`config.mk`:
```
export PLATFORM = sky130hd
export DESIGN_NAME = bfdh_fifo
export DESIGN_NICKNAME = d
export VERILOG_FILES = /design/src/rtl/bfdh_fifo.sv
export SDC_FILE = /design/constraint.sdc
export NUM_CORES = 1
export LEC_CHECK = 0
export BUFFER_PORTS_ARGS = -buffer_cell sky130_fd_sc_hd__buf_2
export CAP_MARGIN = 5
export CORE_MARGIN = 1
export CORE_UTILIZATION = 44
export CTS_CLUSTER_DIAMETER = 200
export DETAILED_ROUTE_END_ITERATION = 12
export GPL_TIMING_DRIVEN = 0
export PLACE_DENSITY = 0.75
export SKIP_CTS_REPAIR_TIMING = 1
export SYNTH_ARGS = -nofsm -noshare
export SYNTH_HDL_FRONTEND = slang
export SYNTH_SLANG_ARGS = --single-unit
```
`constraint.sdc`:
```
create_clock -name i_clk -period 1.57 [get_ports i_clk]
set_input_delay 0.314 -clock i_clk [delete_from_list [all_inputs] [get_ports i_clk]]
set_output_delay 0.314 -clock i_clk [all_outputs]
set_load 0.03 [all_outputs]
```
`src/rtl/bfdh_fifo.sv`:
```
// Two-entry queue used between front and back and on the result side.
module bfdh_fifo #(
    parameter int unsigned WIDTH = 8
) (
    input  logic             i_clk,
    input  logic             i_rst_n,
    input  logic             i_push,
    input  logic [WIDTH-1:0] i_data,
    output logic             o_full,
    input  logic             i_pop,
    output logic             o_empty,
    output logic [WIDTH-1:0] o_data
);
    logic [WIDTH-1:0] r_mem [2];
    logic             r_wp;
    logic             r_rp;
    logic [1:0]       r_cnt;
    logic             do_push;
    logic             do_pop;

    assign o_full  = (r_cnt == 2'd2);
    assign o_empty = (r_cnt == 2'd0);
    assign o_data  = r_mem[r_rp];
    assign do_push = i_push && !o_full;
    assign do_pop  = i_pop && !o_empty;

    // pointers and fill count
    always_ff @(posedge i_clk) begin
        if (!i_rst_n) begin
            r_wp  <= 1'b0;
            r_rp  <= 1'b0;
            r_cnt <= 2'd0;
        end else begin
            if (do_push) r_wp <= ~r_wp;
            if (do_pop)  r_rp <= ~r_rp;
            if (do_push && !do_pop)      r_cnt <= r_cnt + 2'd1;
            else if (do_pop && !do_push) r_cnt <= r_cnt - 2'd1;
        end
    end

    // storage
    always_ff @(posedge i_clk) begin
        if (do_push) r_mem[r_wp] <= i_data;
    end
endmodule

```
==> results of run 1 <==
[stage by stage]
stage / total power [uW] / util [%] / TNS (ns) / cells / worst slack, ns
floorplan: 1258 / - / 0 / 51 / 0.01446
global placement: 1392 / 54.86 / 0 / 97 / 0.04386
detailed placement: 1414 / 54.86 / -0.03133 / 97 / -0.03133
CTS: 1665 / 56.45 / -0.9407 / 101 / -0.1246
global route: 1965 / 62.97 / -0.2222 / 102 / -0.03365
finish: 1867 / 62.97 / 0 / 102 / 0.02578
[worst max-delay path, stage by stage, from the launching register on]
cell     delay, ns
dfxtp_2       0.35
buf_8         0.14
mux2_4        0.31
buf_6         0.14
[state kept, by name (all words and copies together) (netlist names), named ones only]
name,count
r_cnt,2
r_wp,1
r_mem,16
r_rp,1
[synth_stat cells, drive strengths merged]
cell type   n
buf         1
dfxtp       5
nor3        1
xor2        3
and3        1
a21boi      1
nand2b      1
ha          1
or3         1
o21a        1
o21ai       2
mux2        8
a21oi       1
nor2        5
inv         3
edfxtp     16
[metal layers]
| layer | track usage [%] | vias to the layer above | wire [um] |
|---|---|---|---|
| li1 | - | 241 | - |
| met1 | 14.67 | 222 | 516 |
| met2 | 23.82 | 14 | 632 |
| met3 | 4.000 | 2 | 49 |
| met4 | 10.91 | 0 | 21 |
| met5 | 0 | - | 0 |
[worst min path at each step]
stage | startpoint | endpoint | slack (ns) | depth (start not counted)
CTS | i_data[6] | r_mem[0][6] | 0.19 | 1
detailed placement | i_data[6] | r_mem[0][6] | 0.51 | 1
global placement | r_rp | r_rp | 0.49 | 2
global route | i_data[1] | r_mem[0][1] | 0.18 | 1
finish | i_data[0] | r_mem[1][0] | 0.20 | 1
floorplan | i_data[0] | r_mem[0][0] | 0.41 | 0
[layout make-up]
| cell class | instances | share of cell area [%] |
|---|---|---|
| Timing Repair Buffer | 22 | 14.96 |
| Clock buffer | 3 | 2.071 |
| Inverter | 3 | 1.266 |
| Clock inverter | 1 | 0.4603 |
| Sequential cell | 21 | 53.97 |
| Buffer | 1 | 1.381 |
| Multi-Input combinational cell | 26 | 23.02 |
| Tap cell | 25 | 2.877 |
[power by group through the flow]
stage	clock network (uW)	registers, uW	logic [uW]
6_report	250	780	837
5_1_grt	285	791	889
4_1_cts	262	763	640
3_5_place_dp	0	774	639
3_3_place_gp	0	770	622
2_1_floorplan	0	763	495
[cells by family (layout without fill, tap and decap cells)]
logic type	count (synthesis)	in the layout	share of synthesized area, %
flip-flops	21	21	72.27
AND/OR/NAND/NOR	9	9	5.921
multiplexers	8	8	11.22
AO/OA/AOI/OAI	5	5	3.738
buffers and inverters	4	30	2.024
XOR/XNOR	3	3	3.272
adder cells (fa/ha/maj)	1	1	1.557
==> flow_summary.ini, run 1 <==
[setup_path]
worst-path-max-fanout = 8
reg2reg_slack_ns = 0.06
critPathCapture = o_data[4]
worstReg2RegEnd = r_cnt[1]
setup.worst_path.start_class = register
critPathCaptureType = output pin
worstReg2RegStart = r_cnt[0]
reg2reg_depth = 7
critical_path_class = reg -> out
critPathRequiredTime_ns = 1.26
cp.arrival_ns = 1.23

[place]
dpl_cell_area_um2 = 947.2
routabilityCongestion = 0.6075
io_buffers = 21

[grt]
antenna_found_initial = 0
overflow = 0
grtUsageTotal_pct = 14.08
grt_pass1_vias = 452
grt_pass1_wl_um = 1842
grt_max_degree = 13

[clock_network]
cts-buffers-inserted = 3
clk_pin_slew_ns = 0.11
htreeDepth = 1
clk_latency_ns = 0.29
clk_path_buf_depth = 2
cts_root_buffer = clkbuf_4
cts_tree = done
tritoncts_num_sinks = 21

[drt]
ant_nets = 0
wirelength_um = 1219
vias_per_cell = 4.696
dr.pass1.iters = 4
via_count = 479
routedWlPerCell_um = 11.95
drc = 0
drt-initial-drc-count = 5

[logic_synthesis]
synth_area_um2 = 803.3
avgSynthCellArea_um2 = 15.75
yosysSeqAreaShare_pct = 72.27
synth_area_leaders = edfxtp_1 60%, dfxtp_1 12%, mux2_2 11%, xor2_1 3.3%, nor2_1 2.3%
syn-num-nets = 64
synthCells = 51
ys_ff_latch = 21
synth_top_area_share_pct = 59.81
yosys.area.top_type = edfxtp_1
synth_cell_type_count = 16
ys_warn_count = 0

[power_and_ir_drop]
combPwrFrac_pct = 44.8
p_sw_share_pct = 35.07
p_per_area_nw_per_um2 = 1717
internal_power_uw = 1212
p_clk_share_pct = 13.4
seqPwrFrac_pct = 41.8
switchingPower_uw = 654.6
vdd_drop_max_uv = 1275
cellLeakagePower_uw = 0.0004493

[sta]
slew_headroom_pct = 52.68
hold_slack_ns = 0.2001
worst_slew_pin_slew_ns = 0.7059
fin_crit_sh_pct = 98.36
finalHoldViolCount = 0
fin_worst_skew_ns = 0.003314
finalSetupViolCount = 0
rsz0062_at_grt = yes
max_freq_mhz = 647.6
min_period_ns = 1.544
maxSlewViolCount = 0

[die]
pin_count = 22
chipHeight_um = 44.73
die-area_um2 = 2000
row_count = 15
die_w_um = 44.73
core_um2 = 1727
start_util_pct = 46.52

[layout]
final_common_cell = edfxtp_1
regArea_um2 = 586.8
antenna_cells = 0
multiInputGateArea_um2 = 250.2
drive_gt1_share_pct = 55.84
final_area_um2 = 1087
area_growth_pct = 35.36
fill_cells = 148
nNetsFinal = 91
final_cell_mix = 16 x edfxtp_1, 13 x buf_2, 8 x mux2_4, 8 x buf_6, 5 x nor2_1

[status]
status = finished clean

[min_path]
hold_class = in -> reg

[job]
drv_cap = 0
Note: power is estimated with default switching activity, not from simulation.
==> inputs of run 2 (changes only) <==
--- a/config.mk
+++ b/config.mk
@@ -8,11 +8,11 @@
 export BUFFER_PORTS_ARGS = -buffer_cell sky130_fd_sc_hd__buf_2
 export CAP_MARGIN = 5
 export CORE_MARGIN = 1
-export CORE_UTILIZATION = 44
+export CORE_UTILIZATION = 49
 export CTS_CLUSTER_DIAMETER = 200
 export DETAILED_ROUTE_END_ITERATION = 12
 export GPL_TIMING_DRIVEN = 0
-export PLACE_DENSITY = 0.75
+export PLACE_DENSITY = 0.78
 export SKIP_CTS_REPAIR_TIMING = 1
 export SYNTH_ARGS = -nofsm -noshare
 export SYNTH_HDL_FRONTEND = slang
==> constraint.sdc (replaced) <==
create_clock -name i_clk -period 1.43 [get_ports i_clk]
set_input_delay 0.286 -clock i_clk [delete_from_list [all_inputs] [get_ports i_clk]]
set_output_delay 0.286 -clock i_clk [all_outputs]
set_load 0.03 [all_outputs]
==> flow_summary.ini, run 2 (synthesis results as in run 1) <==
[drt]
dr.pass1.iters = 4
ant_nets = 0
wirelength_um = 1196
vias_per_cell = 5.172
routedWlPerCell_um = 12.86
drc = 0
via_count = 481
drt-initial-drc-count = 3

[setup_path]
reg2reg_depth = 7
worstReg2RegEnd = r_cnt[1]
cpMaxStageDelayCell = dfxtp_2
critical_path_class = reg -> out
crit_path_cell_trace = buf_8 -> mux2_4 -> buf_6
cp.arrival_ns = 1.21
setup.worst_path.start_class = register
critPathRequiredTime_ns = 1.14
cp_top_family = flip-flops
critPathCaptureType = output pin
reg2reg_slack_ns = -0.02
worstReg2RegStart = r_cnt[0]
critPathBufInv = 2
worst-path-max-fanout = 8
slowest_delay_ns = 0.34

[grt]
grt_pass1_wl_um = 1952
grt_max_degree = 12
grt_pass1_vias = 475
antenna_found_initial = 0
overflow = 0
grtUsageTotal_pct = 15.72

[clock_network]
cts_root_buffer = clkbuf_4
htreeDepth = 1
cts_tree = done
tritoncts_num_sinks = 21
cts-buffers-inserted = 3
clk_path_buf_depth = 2
clk_latency_ns = 0.29
clk_pin_slew_ns = 0.10

[die]
pin_count = 22
die-area_um2 = 1805
chipHeight_um = 42.49
core_um2 = 1524
die_w_um = 42.49
start_util_pct = 52.71
row_count = 14

[min_path]
hold_class = in -> reg
hold-path-endpoint = r_mem[1][5]
min_from = i_data[5]
hold_path_depth = 1

[sta]
worst_slew_pin_slew_ns = 0.4374
rsz0062_at_grt = yes
slew_headroom_pct = 70.74
fin_worst_skew_ns = 0.003938
finalSetupViolCount = 9
max_freq_mhz = 666.3
maxSlewViolCount = 0
finalHoldViolCount = 0
timing.final.ws_setup_ns = -0.07081
min_period_ns = 1.501
fin_crit_sh_pct = 105.0

[status]
violations = negative setup slack
status = complete, but fails checks

[layout]
final_common_cell = edfxtp_1
largest-register = r_mem
antenna_cells = 0
final_cell_mix = 16 x edfxtp_1, 12 x buf_2, 8 x mux2_4, 8 x buf_6
final_area_um2 = 1112
drive_gt1_share_pct = 58.44
reg.largest.list = r_mem: 16 flops, r_cnt: 2 flops
largest_register_ffs = 16
area_growth_pct = 38.47
nNetsFinal = 91

[job]
drv_cap = 0

[power_and_ir_drop]
vdd_drop_max_uv = 1351
cellLeakagePower_uw = 0.0004522
p_per_area_nw_per_um2 = 1903

[place]
post-place-ws_ns = -0.08045
io_buffers = 21
dpl_cell_area_um2 = 947.2
routabilityCongestion = 0.6226
-- run 2: stage by stage --
| step | utilization (%) | total power [uW] | hold slack [ns] | instances | setup TNS (ns) |
|---|---|---|---|---|---|
| 5_1_grt | 72.99 | 2258 | 0.1484 | 93 | -1.170 |
| 3_5_place_dp | 62.15 | 1574 | 0.4776 | 88 | -0.3869 |
| 2_1_floorplan | - | 1404 | 0.3849 | 51 | -0.004790 |
| 3_3_place_gp | 62.15 | 1554 | 0.4747 | 88 | -0.3299 |
| 4_1_cts | 63.88 | 1843 | 0.1633 | 92 | -2.249 |
| 6_report | 72.99 | 2116 | 0.1758 | 93 | -0.5568 |
-- run 2: metal layers --
| layer | routed length [um] | GRT usage [%] |
|---|---|---|
| met1 | 487 | 15.56 |
| met3 | 51 | 6.897 |
| met2 | 647 | 26.77 |
| met4 | 10 | 9.375 |
| met5 | 0 | 0 |
-- run 2: cell type report --
class / count / area [um2]
Clock buffer: 4 / 26.28
Sequential cell: 21 / 586.8
Tap cell: 16 / 20.02
Timing Repair Buffer: 22 / 165.2
Buffer: 1 / 15.01
Fill cell: 105 / 411.6
Inverter: 3 / 16.27
Multi-Input combinational cell: 26 / 282.8
-- run 2: how the worst max path moves through the flow --
stage / from / to / slack (ns) / cells past startpoint
after floorplan: r_cnt[0] / r_cnt[1] / -0.005 / 7
after global placement: r_cnt[1] / r_cnt[1] / -0.06 / 5
after detailed placement: r_cnt[1] / r_cnt[1] / -0.08 / 5
after CTS: register / o_data[0] / -0.23 / 3
after global routing: register / o_data[0] / -0.14 / 3
final: register / o_data[0] / -0.07 / 3
-- run 2: report_power, final --
part | total (uW) | internal (uW) | switching, uW
Clock | 265 | 108 | 157
Sequential | 863 | 791 | 72.0
Combinational | 988 | 484 | 504
Total | 2120 | 1380 | 733
-- run 2: worst register-to-register path, delay by kind of cell (launching register included) --
kind                       cells  cell delay (ns)
and+or+nand+nor                3             0.53
DFF                            1             0.38
buffers and inverters          1             0.07
AOI/OAI and AO/OA              1             0.12
xor gates and xnor gates       1             0.14
adders and majority gates      1             0.15
==> inputs of run 3 (changes only) <==
--- a/config.mk
+++ b/config.mk
@@ -7,13 +7,16 @@
 export LEC_CHECK = 0
 export BUFFER_PORTS_ARGS = -buffer_cell sky130_fd_sc_hd__buf_2
 export CAP_MARGIN = 5
+export CORE_ASPECT_RATIO = 1.25
 export CORE_MARGIN = 1
 export CORE_UTILIZATION = 49
 export CTS_CLUSTER_DIAMETER = 200
 export DETAILED_ROUTE_END_ITERATION = 12
 export GPL_TIMING_DRIVEN = 0
+export MAX_ROUTING_LAYER = met4
 export PLACE_DENSITY = 0.78
 export SKIP_CTS_REPAIR_TIMING = 1
 export SYNTH_ARGS = -nofsm -noshare
 export SYNTH_HDL_FRONTEND = slang
 export SYNTH_SLANG_ARGS = --single-unit
+export TNS_END_PERCENT = 50
==> flow_summary.ini, run 3 (synthesis results as in run 1) <==
[power_and_ir_drop]
cellLeakagePower_uw = 0.0004513
vdd_drop_max_uv = 1042
p_per_area_nw_per_um2 = 1911

[clock_network]
cts-buffers-inserted = 3
clk_path_buf_depth = 2
htreeDepth = 1
tritoncts_num_sinks = 21
cts_root_buffer = clkbuf_4
clk_pin_slew_ns = 0.11
clk_latency_ns = 0.30
cts_tree = done

[setup_path]
setup.worst_path.start_class = register
critPathRequiredTime_ns = 1.14
worst-path-max-fanout = 8
cpMaxStageDelayCell = dfxtp_2
critPathBufInv = 2
cp.arrival_ns = 1.24
critPathCapture = o_data[2]
worstReg2RegStart = r_cnt[0]
cp_top_family = flip-flops
reg2reg_slack_ns = -0.01
slowest_delay_ns = 0.35
crit_path_cell_trace = buf_8 -> mux2_4 -> buf_6
worstReg2RegEnd = r_cnt[1]
critPathCaptureType = output pin
reg2reg_depth = 7
cp_num_cells = 3
critical_path_class = reg -> out

[layout]
drive_gt1_share_pct = 59.74
largest-register = r_mem
antenna_cells = 0
largest_register_ffs = 16
final_common_cell = edfxtp_1
area_growth_pct = 38.63
fill_cells = 113
post-route-util_pct = 72.24
final_cell_mix = 16 x edfxtp_1, 13 x buf_2, 8 x mux2_4, 8 x buf_6, 4 x nor2_1
reg.largest.list = r_mem: 16 flops, r_cnt: 2 flops
final_area_um2 = 1114
nNetsFinal = 91

[grt]
use_met2_pct = 23.73
overflow = 0
use_met3_pct = 2.844
grt_pass1_vias = 402
grtUsageTotal_pct = 14.39
busiest_layer = met2
use_met1_pct = 16.88
grt_pass1_wl_um = 1669
grt_max_degree = 12
antenna_found_initial = 0

[status]
status = complete, but fails checks
violations = negative setup slack

[drt]
dr.pass1.iters = 4
routedWlPerCell_um = 12.99
via_count = 476
vias_per_cell = 5.011
drc = 0
wirelength_um = 1234
ant_nets = 0
drt-initial-drc-count = 12

[sta]
finalHoldViolCount = 0
min_period_ns = 1.524
timing.final.ws_setup_ns = -0.09435
slew_headroom_pct = 69.78
finalSetupViolCount = 9
maxSlewViolCount = 0
max_freq_mhz = 656.0
fin_crit_sh_pct = 106.6
worst_slew_pin_slew_ns = 0.4518
rsz0062_at_grt = yes
fin_worst_skew_ns = 0.005307

[place]
post-place-ws_ns = -0.09247
hpwl_um = 842.2
dpl_cell_area_um2 = 949.7
routabilityCongestion = 0.5663
io_buffers = 21

[job]
drv_cap = 0

[die]
pin_count = 22
row_count = 16
die_w_um = 38.22
die-area_um2 = 1806
start_util_pct = 52.11
core_um2 = 1541
chipHeight_um = 47.27

[min_path]
hold_class = in -> reg
## run 3: changes by cell type in the layout (fill, tap and decap cells not counted), sizes merged
cell | before | now
buf | 22 | 23
clkbuf | 5 | 4
## run 3: through the flow
stage	cells	power [uW]	TNS (ns)	hold WS [ns]
5_1_grt	95	2243	-1.122	0.1513
4_1_cts	94	1840	-2.303	0.1659
6_report	95	2128	-0.7258	0.1719
2_1_floorplan	51	1404	-0.004790	0.3849
3_3_place_gp	90	1555	-0.2380	0.4741
3_5_place_dp	90	1574	-0.3966	0.4783
## run 3: routing by layer
| layer | wire, um | share of wire (%) | vias up |
|---|---|---|---|
| met5 | 0 | 0 | - |
| met4 | 17 | 1.4 | 0 |
| met3 | 54 | 4.4 | 2 |
| met2 | 616 | 50 | 19 |
| met1 | 546 | 44 | 217 |
| li1 | - | - | 238 |
## run 3: power breakdown
group	switching (uW)	total, uW	internal, uW
Combinational	511	992	480
Sequential	74.3	865	791
Clock	163	271	109
Total	748	2130	1380
## run 3: worst min path at each step
stage | from | to | cells past startpoint
2_1_floorplan | i_data[0] | r_mem[0][0] | 0
3_3_place_gp | i_data[0] | r_mem[0][0] | 1
3_5_place_dp | i_data[1] | r_mem[0][1] | 1
4_1_cts | i_data[5] | r_mem[1][5] | 1
5_1_grt | i_data[1] | r_mem[0][1] | 1
6_report | i_data[5] | r_mem[1][5] | 1
## run 3: layout make-up
class | count | area [um2] | area share, %
Timing Repair Buffer | 22 | 162.7 | 14.61
Inverter | 3 | 16.27 | 1.461
Sequential cell | 21 | 586.8 | 52.70
Clock buffer | 4 | 26.28 | 2.360
Buffer | 1 | 15.01 | 1.348
Multi-Input combinational cell | 26 | 284.0 | 25.51
Tap cell | 18 | 22.52 | 2.022
