--- config.mk ---
export PLATFORM = sky130hd
export DESIGN_NAME = bfdh_front
export DESIGN_NICKNAME = d
export VERILOG_FILES = /design/src/rtl/bfdh_pkg.sv /design/src/rtl/bfdh_front.sv
export SDC_FILE = /design/constraint.sdc
export NUM_CORES = 2
export LEC_CHECK = 0
export ABC_AREA = 1
export BUFFER_PORTS_ARGS = -buffer_cell sky130_fd_sc_hd__clkbuf_2
export CORE_ASPECT_RATIO = 1.75
export CORE_MARGIN = 4
export CORE_UTILIZATION = 55
export DETAILED_ROUTE_END_ITERATION = 16
export PLACE_DENSITY = 0.79
export SLEW_MARGIN = 20
export SYNTH_ARGS = -nofsm -noshare
export SYNTH_HDL_FRONTEND = slang
export SYNTH_SLANG_ARGS = --single-unit
--- constraint.sdc ---
create_clock -name i_clk -period 8.85 [get_ports i_clk]
set_input_delay 0.4425 -clock i_clk [delete_from_list [all_inputs] [get_ports i_clk]]
set_output_delay 0.4425 -clock i_clk [all_outputs]
set_load 0.005 [all_outputs]
--- src/rtl/bfdh_pkg.sv ---
// Shared types and constants of the double-hash Bloom filter.
package bfdh_pkg;

    localparam int unsigned HASH_W    = 64;
    localparam int unsigned MIX_SHIFT = 33;
    localparam logic [HASH_W-1:0] MIX_MULT = 64'hff51afd7ed558ccd;
    localparam int unsigned BIT_W     = 6;    // bit select within a 64-bit word
    localparam int unsigned RES_W     = 23;   // residues mod filter size, widest build
    localparam int unsigned K_W       = 7;    // probe count, widest build
    localparam int unsigned CNT_W     = 32;
    localparam int unsigned ONES_W    = 17;
    localparam int unsigned HC_W      = 5;
    localparam int unsigned WC_W      = 11;

    // Register indexes of the configuration port
    localparam logic CFG_HASH_COUNT = 1'b0;
    localparam logic CFG_WORD_COUNT = 1'b1;

    typedef enum logic [1:0] {
        REQ_INSERT = 2'd0,
        REQ_QUERY  = 2'd1,
        REQ_CLEAR  = 2'd2,
        REQ_NONE   = 2'd3
    } t_req;

    // Classified request handed from the front to the back
    typedef struct packed {
        t_req              req;
        logic [HASH_W-1:0] h1;
        logic [HASH_W-1:0] h2;
        logic [RES_W-1:0]  r0;   // h1 mod N
        logic [RES_W-1:0]  s;    // h2 mod N
        logic [RES_W-1:0]  m;    // 2^64 mod N
        logic [RES_W-1:0]  n;    // filter size in bits
        logic [K_W-1:0]    k;
    } t_work;

    typedef struct packed {
        logic              may_contain;
        logic [CNT_W-1:0]  inserted;
        logic [ONES_W-1:0] ones;
    } t_result;

endpackage

--- src/rtl/bfdh_front.sv ---
// Front end: takes requests, derives h2 and the residues modulo the filter size.
module bfdh_front #(
    parameter int unsigned MAX_WORDS  = 1024,
    parameter int unsigned MAX_HASHES = 16
) (
    input  logic                    i_clk,
    input  logic                    i_rst_n,
    input  logic                    i_push,
    output logic                    o_ready,
    input  logic [1:0]              i_req_type,
    input  logic [63:0]             i_hash_value,
    input  logic [bfdh_pkg::HC_W-1:0] i_hash_count,
    input  logic [bfdh_pkg::WC_W-1:0] i_word_count,
    output logic                    o_wvalid,
    output bfdh_pkg::t_work         o_work,
    input  logic                    i_wfull
);
    import bfdh_pkg::*;

    localparam int unsigned NW        = $clog2(MAX_WORDS * 64) + 1;
    localparam int unsigned WW        = NW - BIT_W;
    localparam int unsigned DIV_BITS  = 4;
    localparam int unsigned DIV_STEPS = HASH_W / DIV_BITS;
    localparam int unsigned SW        = $clog2(DIV_STEPS);
    localparam logic [ONES_W-1:0] MAXW = ONES_W'(MAX_WORDS);
    localparam logic [K_W-1:0]    MAXK = K_W'(MAX_HASHES);

    typedef enum logic [1:0] {S_IDLE, S_MUL, S_DIV, S_PUSH} t_state;

    t_state            r_state;
    t_req              r_req;
    logic [HASH_W-1:0] r_h1;
    logic [HASH_W-1:0] r_t;
    logic [HASH_W-1:0] r_acc;
    logic [HASH_W-1:0] r_prod;
    logic [HASH_W-1:0] r_h2;
    logic [HASH_W-1:0] r_d1;
    logic [HASH_W-1:0] r_d2;
    logic [NW-1:0]     r_n;
    logic [NW-1:0]     r_r1;
    logic [NW-1:0]     r_r2;
    logic [NW-1:0]     r_rm;
    logic [K_W-1:0]    r_k;
    logic [SW-1:0]     r_cnt;

    logic [NW-1:0]     n_r1;
    logic [NW-1:0]     n_r2;
    logic [NW-1:0]     n_rm;
    logic [HASH_W-1:0] n_d1;
    logic [HASH_W-1:0] n_d2;
    logic [31:0]       mul_a;
    logic [31:0]       mul_b;
    logic [HASH_W-1:0] acc_fin;
    logic [ONES_W-1:0] wc_ext;
    logic [WW-1:0]     w_eff;
    logic [K_W-1:0]    k_eff;
    logic [NW-1:0]     m_inc;
    logic [NW-1:0]     m_val;

    assign o_ready  = (r_state == S_IDLE);
    assign o_wvalid = (r_state == S_PUSH);

    // clamp configuration to the meaningful range
    assign wc_ext = ONES_W'(i_word_count);
    always_comb begin
        if (wc_ext == '0)      w_eff = WW'(1);
        else if (wc_ext > MAXW) w_eff = WW'(MAX_WORDS);
        else                    w_eff = WW'(wc_ext);
        if (i_hash_count == '0)                  k_eff = K_W'(1);
        else if (K_W'(i_hash_count) > MAXK)      k_eff = MAXK;
        else                                     k_eff = K_W'(i_hash_count);
    end

    // 32x32 partial products of t * MIX_MULT, low 64 bits only
    always_comb begin
        case (r_cnt[1:0])
            2'd0:    begin mul_a = r_t[31:0];  mul_b = MIX_MULT[31:0];  end
            2'd1:    begin mul_a = r_t[31:0];  mul_b = MIX_MULT[63:32]; end
            default: begin mul_a = r_t[63:32]; mul_b = MIX_MULT[31:0];  end
        endcase
    end
    assign acc_fin = r_acc + {r_prod[31:0], 32'd0};

    // restoring remainder, DIV_BITS dividend bits per cycle for three values
    always_comb begin
        logic [NW-1:0] t1;
        logic [NW-1:0] t2;
        logic [NW-1:0] t3;
        n_r1 = r_r1;
        n_r2 = r_r2;
        n_rm = r_rm;
        n_d1 = r_d1;
        n_d2 = r_d2;
        for (int j = 0; j < DIV_BITS; j++) begin
            t1 = {n_r1[NW-2:0], n_d1[HASH_W-1]};
            t2 = {n_r2[NW-2:0], n_d2[HASH_W-1]};
            t3 = {n_rm[NW-2:0], 1'b1};
            n_r1 = (t1 >= r_n) ? t1 - r_n : t1;
            n_r2 = (t2 >= r_n) ? t2 - r_n : t2;
            n_rm = (t3 >= r_n) ? t3 - r_n : t3;
            n_d1 = {n_d1[HASH_W-2:0], 1'b0};
            n_d2 = {n_d2[HASH_W-2:0], 1'b0};
        end
    end

    // 2^64 mod N from (2^64 - 1) mod N
    assign m_inc = r_rm + NW'(1);
    assign m_val = (m_inc == r_n) ? '0 : m_inc;

    always_comb begin
        o_work     = '0;
        o_work.req = r_req;
        o_work.h1  = r_h1;
        o_work.h2  = r_h2;
        o_work.r0  = RES_W'(r_r1);
        o_work.s   = RES_W'(r_r2);
        o_work.m   = RES_W'(m_val);
        o_work.n   = RES_W'(r_n);
        o_work.k   = r_k;
    end

    // sequencer: multiply, then divide, then hand over; clear and other requests hand over at once
    always_ff @(posedge i_clk) begin
        if (!i_rst_n) begin
            r_state <= S_IDLE;
            r_cnt   <= '0;
        end else begin
            unique case (r_state)
                S_IDLE: begin
                    if (i_push) begin
                        r_req <= t_req'(i_req_type);
                        r_h1  <= i_hash_value;
                        r_t   <= i_hash_value ^ (i_hash_value >> MIX_SHIFT);
                        r_n   <= {w_eff, {BIT_W{1'b0}}};
                        r_k   <= k_eff;
                        r_h2  <= '0;
                        r_r1  <= '0;
                        r_r2  <= '0;
                        r_rm  <= '0;
                        r_cnt <= '0;
                        if (i_req_type == REQ_INSERT || i_req_type == REQ_QUERY)
                            r_state <= S_MUL;
                        else
                            r_state <= S_PUSH;
                    end
                end
                S_MUL: begin
                    r_prod <= mul_a * mul_b;
                    if (r_cnt[1:0] == 2'd3) r_cnt <= '0;
                    else                    r_cnt <= r_cnt + SW'(1);
                    case (r_cnt[1:0])
                        2'd0:    r_acc <= '0;
                        2'd1:    r_acc <= r_prod;
                        2'd2:    r_acc <= acc_fin;
                        default: begin
                            r_h2    <= acc_fin ^ (acc_fin >> MIX_SHIFT);
                            r_d2    <= acc_fin ^ (acc_fin >> MIX_SHIFT);
                            r_d1    <= r_h1;
                            r_state <= S_DIV;
                        end
                    endcase
                end
                S_DIV: begin
                    r_r1  <= n_r1;
                    r_r2  <= n_r2;
                    r_rm  <= n_rm;
                    r_d1  <= n_d1;
                    r_d2  <= n_d2;
                    r_cnt <= r_cnt + SW'(1);
                    if (r_cnt == SW'(DIV_STEPS - 1)) r_state <= S_PUSH;
                end
                S_PUSH: begin
                    if (!i_wfull) r_state <= S_IDLE;
                end
                default: r_state <= S_IDLE;
            endcase
        end
    end
endmodule

==> report_table.html <==
<table>
<tr><th>Metric</th><th>Value</th></tr>
<tr><th colspan="2">Run status</th></tr>
<tr><td>Outcome</td><td>finished, final reports clean</td></tr>
<tr><th colspan="2">Die</th></tr>
<tr><td>Die outline area</td><td>between 0.1 and 0.15 mm²</td></tr>
<tr><td>DIE HEIGHT</td><td>426 µm</td></tr>
<tr><td>Number of ports placed on the die boundary</td><td>317</td></tr>
<tr><td>Effective utilization at floorplan</td><td>55.3%</td></tr>
<tr><td>X dimension of the die</td><td>247 µm</td></tr>
<tr><td>Site row count</td><td>153</td></tr>
<tr><td>Core Region</td><td>0.0994 mm²</td></tr>
<tr><th colspan="2">Run</th></tr>
<tr><td>Max Cap Viol</td><td>0</td></tr>
<tr><th colspan="2">CTS</th></tr>
<tr><td>Clock transition at the registers of the reported paths</td><td>around 0.07 ns</td></tr>
<tr><td>Cts bufs inserted</td><td>50</td></tr>
<tr><td>CTS Root Cell</td><td>clkbuf_16</td></tr>
<tr><td>Worst-Skew Late Latency</td><td>0.68 ns</td></tr>
<tr><td>Clock tree from TritonCTS</td><td>done</td></tr>
<tr><td>H-Tree Level Count</td><td>2</td></tr>
<tr><td>Buffer depth of the longest clock path</td><td>3</td></tr>
<tr><td>Number of clock sinks</td><td>486</td></tr>
<tr><th colspan="2">Critical path</th></tr>
<tr><td>Count of buffering cells on the critical path with inverters included</td><td>4</td></tr>
<tr><td>Worst-path fanout max</td><td>24</td></tr>
<tr><td>Cell mode on critical path</td><td>fa_1</td></tr>
<tr><td>R2r endpoint</td><td>r_prod[53]</td></tr>
<tr><td>Cell family with the largest share of critical-path delay</td><td>adder cells</td></tr>
<tr><td>Slowest library cell on the worst path</td><td>fa_1</td></tr>
<tr><td>Required arrival time at the worst endpoint</td><td>~9.2 ns</td></tr>
<tr><td>Kind of critical path</td><td>reg -&gt; reg</td></tr>
<tr><td>Length in cells of the worst reg-to-reg path</td><td>28</td></tr>
<tr><td>Critical Path Source</td><td>r_cnt[0]</td></tr>
<tr><td>Crit path launch type</td><td>flip-flop</td></tr>
<tr><td>R2r setup slk</td><td>approximately 0.21 ns</td></tr>
<tr><td>Worst reg2reg path startpoint</td><td>r_cnt[0]</td></tr>
<tr><td>Critical path's largest stage delay</td><td>between 0.6 and 0.7 ns</td></tr>
<tr><td>Critical path capture point type</td><td>flip-flop</td></tr>
<tr><td>Crit path DAT</td><td>between 9 and 10 ns</td></tr>
<tr><th colspan="2">STA</th></tr>
<tr><td>Crit path time final</td><td>8.64 ns</td></tr>
<tr><td>Worst clock skew on the final layout</td><td>0.0425 ns</td></tr>
<tr><td>Setup-failing EPs final</td><td>0</td></tr>
<tr><td>Post-route setup TNS</td><td>0 ns</td></tr>
<tr><td>Number of pins exceeding their max-slew limit in the final report</td><td>0</td></tr>
<tr><td>Timing-limited maximum frequency</td><td>0.116 GHz</td></tr>
<tr><td>Final count of hold timing violations</td><td>0</td></tr>
<tr><td>Normalized max-slew margin</td><td>29.1%</td></tr>
<tr><td>Setup repair after global routing missed its margin</td><td>false</td></tr>
<tr><td>Slew @ Worst Pin</td><td>1.06 ns</td></tr>
<tr><td>Final worst path period share</td><td>97.6%</td></tr>
<tr><th colspan="2">Placed design</th></tr>
<tr><td>Count of port buffers added during placement</td><td>281</td></tr>
<tr><td>Post-DP HPWL</td><td>170 mm</td></tr>
<tr><td>Last weighted congestion value of the routability-driven placer</td><td>between 1 and 1.5</td></tr>
<tr><th colspan="2">Min path</th></tr>
<tr><td>Worst hold path startpoint</td><td>i_hash_value[20]</td></tr>
<tr><td>Path type of the worst min-delay path</td><td>in -&gt; reg</td></tr>
<tr><td>Hold Path Sink</td><td>r_h1[20]</td></tr>
<tr><td>Number of cells traversed by the worst hold path</td><td>1</td></tr>
<tr><th colspan="2">Synthesis</th></tr>
<tr><td>Largest cells by area after synthesis</td><td>edfxtp_1 (26%), fa_1 (24%), ha_1 (14%)</td></tr>
<tr><td>Multiplexer fraction of the synthesized cell area</td><td>0.0182%</td></tr>
<tr><td>Unique cell type count in the Yosys netlist</td><td>52</td></tr>
<tr><td>Share of the synthesized area in the top cell type</td><td>26.2%</td></tr>
<tr><td>Top post-synthesis cells by count</td><td>inv_1 (1,363), nand2_1 (1,299), fa_1 (655)</td></tr>
<tr><td>Mean post-synth cell area</td><td>8.86 µm²</td></tr>
<tr><td>Count of warnings emitted by yosys</td><td>0</td></tr>
<tr><td>Simple-gate area share of the yosys netlist</td><td>16.1%</td></tr>
<tr><td>Commonest register cell after synthesis</td><td>edfxtp_1</td></tr>
<tr><td>Top cell type by total area after synthesis</td><td>edfxtp_1</td></tr>
<tr><td>Library cell with the highest instance count after synthesis</td><td>inv_1</td></tr>
<tr><td>Post-synthesis async set-or-reset flop share</td><td>0%</td></tr>
<tr><td>Area fraction in compound gates after synthesis</td><td>5.74%</td></tr>
<tr><td>Post-synthesis sequential area ratio</td><td>26.4%</td></tr>
<tr><td>Main combinational cell family by area after synthesis</td><td>adder cells</td></tr>
<tr><td>EDFF count, synth</td><td>480</td></tr>
<tr><td>Share of synthesized cell area in full adder, half adder and majority cells</td><td>37.5%</td></tr>
<tr><td>Post-synthesis xor/xnor area fraction</td><td>3.05%</td></tr>
<tr><td>Cell count after synthesis</td><td>6,202</td></tr>
<tr><td>Post-Synthesis Cell Area</td><td>0.0550 mm²</td></tr>
<tr><td>Register bit total from synthesis</td><td>486</td></tr>
<tr><th colspan="2">Detailed routing</th></tr>
<tr><td>Count of routing violations after the opening detailed-route iteration</td><td>approximately 3,500</td></tr>
<tr><td>Wire length on met2</td><td>101 mm</td></tr>
<tr><td>Post-detailed-route via-to-cell ratio</td><td>5.61</td></tr>
<tr><td>Total via count after detailed routing</td><td>44,600</td></tr>
<tr><td>Total detailed-routing wirelength</td><td>202 mm</td></tr>
<tr><td>Average wire per standard cell</td><td>25.4 µm</td></tr>
<tr><td>DRC</td><td>0</td></tr>
<tr><td>Detailed-routing iteration count for the pre-antenna-repair pass</td><td>7</td></tr>
<tr><td>Max Used Layer</td><td>met5</td></tr>
<tr><td>M1 wire length</td><td>62.8 mm</td></tr>
<tr><td>Remaining number of nets flagged by the antenna check after routing</td><td>0</td></tr>
<tr><td>Routed wire length on met3</td><td>12.2 mm</td></tr>
<tr><th colspan="2">Finish</th></tr>
<tr><td>Share of cells above drive strength 1</td><td>between 8 and 9%</td></tr>
<tr><td>Filler cell count in the final layout</td><td>approximately 8,600</td></tr>
<tr><td>Synthesis-to-finish area growth</td><td>10.2%</td></tr>
<tr><td>Count of nets after finishing</td><td>7,934</td></tr>
<tr><th colspan="2">Global route</th></tr>
<tr><td>Maximum number of pins on one net before global-route repair</td><td>113</td></tr>
<tr><td>Antenna violations before repair</td><td>12</td></tr>
<tr><td>Overall global routing resource usage</td><td>a little under two fifths</td></tr>
<tr><td>Via count of the first global-routing pass</td><td>approximately 46,000</td></tr>
<tr><td>Overflow left after global routing</td><td>0</td></tr>
<tr><td>Global-route wire length before repair</td><td>291 mm</td></tr>
</table>
==> worst register-to-register path: cells and delay by family, from the launching register on <==
family | cells | cell delay, ns
AOI/OAI and AO/OA | 4 | 1.14
adders and majority gates | 10 | 4.61
buffers and inverters | 4 | 0.64
DFF | 1 | 0.46
and+or+nand+nor | 10 | 1.53
==> metrics by stage <==
| stage | utilization [%] | instances | area, µm² | hold WS, ns | setup slack (ns) |
|---|---|---|---|---|---|
| 2_1_floorplan | - | 6237 | 55100 | 0.470 | 0.463 |
| 3_3_place_gp | 58.8 | 7811 | 58400 | 0.488 | 0.229 |
| 3_5_place_dp | 58.8 | 7811 | 58400 | 0.494 | 0.309 |
| 4_1_cts | 60.9 | 7946 | 60500 | 0.000651 | 0.240 |
| 5_1_grt | 60.9 | 7952 | 60600 | -0.00606 | 0.0108 |
| 6_report | 61.0 | 7960 | 60600 | 0.00306 | 0.215 |
==> cells in the final DEF (no fill, tap or decap), drive strengths merged, types with 36 or more instances in the layout <==
cell type / synthesis / final
nand3: 281 / 281
inv: 1369 / 1373
buf: 92 / 161
nand4: 56 / 56
xor2: 134 / 134
o21ai: 236 / 236
xnor2: 55 / 55
dlygate4sd3: 0 / 46
ha: 599 / 599
nor2: 380 / 380
a21oi: 268 / 268
fa: 655 / 655
nand2: 1303 / 1303
conb: 1 / 36
clkbuf: 91 / 337
edfxtp: 480 / 480
==> cells by family (layout without fill, tap and decap cells) <==
group                      after synthesis  after routing
adders and majority gates             1254           1254
xor gates and xnor gates               190            190
and+or+nand+nor                       2129           2129
AOI/OAI and AO/OA                      587            587
buffers and inverters                 1554           1951
DFF                                    486            486
other                                    1             45
muxes                                    1              1
==> state kept, by name, indices dropped and copies added (netlist names) <==
register / cells
r_d1: 64
r_n: 11
r_d2: 64
r_prod: 64
r_h2: 64
r_acc: 64
r_t: 31
r_rm: 13
r_req: 2
r_state: 2
r_r1: 17
r_h1: 64
r_r2: 17
r_cnt: 4
r_k: 5
==> what timing repair did <==
action,4_1_cts,5_1_grt
resized for setup,0,1
setup endpoints to repair,0,10
setup buffers,0,2
endpoints found under the hold margin,43,3
hold buffers,43,3
==> final cells by class <==
class	instances	area, µm²	area share (%)
flip-flops and latches	486	14500	24.0
clock inverters	36	364	0.601
clock buffers	56	1270	2.10
multi-input cells	4197	34500	56.9
inverters	1371	5150	8.50
diodes	9	22.5	0.0372
well taps	1317	1650	2.72
repair buffers	488	3100	5.12
==> worst max path at each step <==
stage,to,slack [ns],cells past startpoint
3_5_place_dp,r_prod[30],0.31,27
5_1_grt,r_prod[38],0.01,30
4_1_cts,r_prod[53],0.24,30
6_report,r_prod[53],0.21,28
3_3_place_gp,r_prod[30],0.23,28
2_1_floorplan,r_prod[60],0.46,28
==> per-layer routing <==
metal  vias up  track usage (%)
li1      20100                -
met1     21600             37.7
met2      2074             66.5
met3       842             6.64
met4         6             37.5
met5         -                0
Power is left out: the tool's default activity adds up to more than one toggle a clock period on the data nets, which glitch-free logic cannot reach.
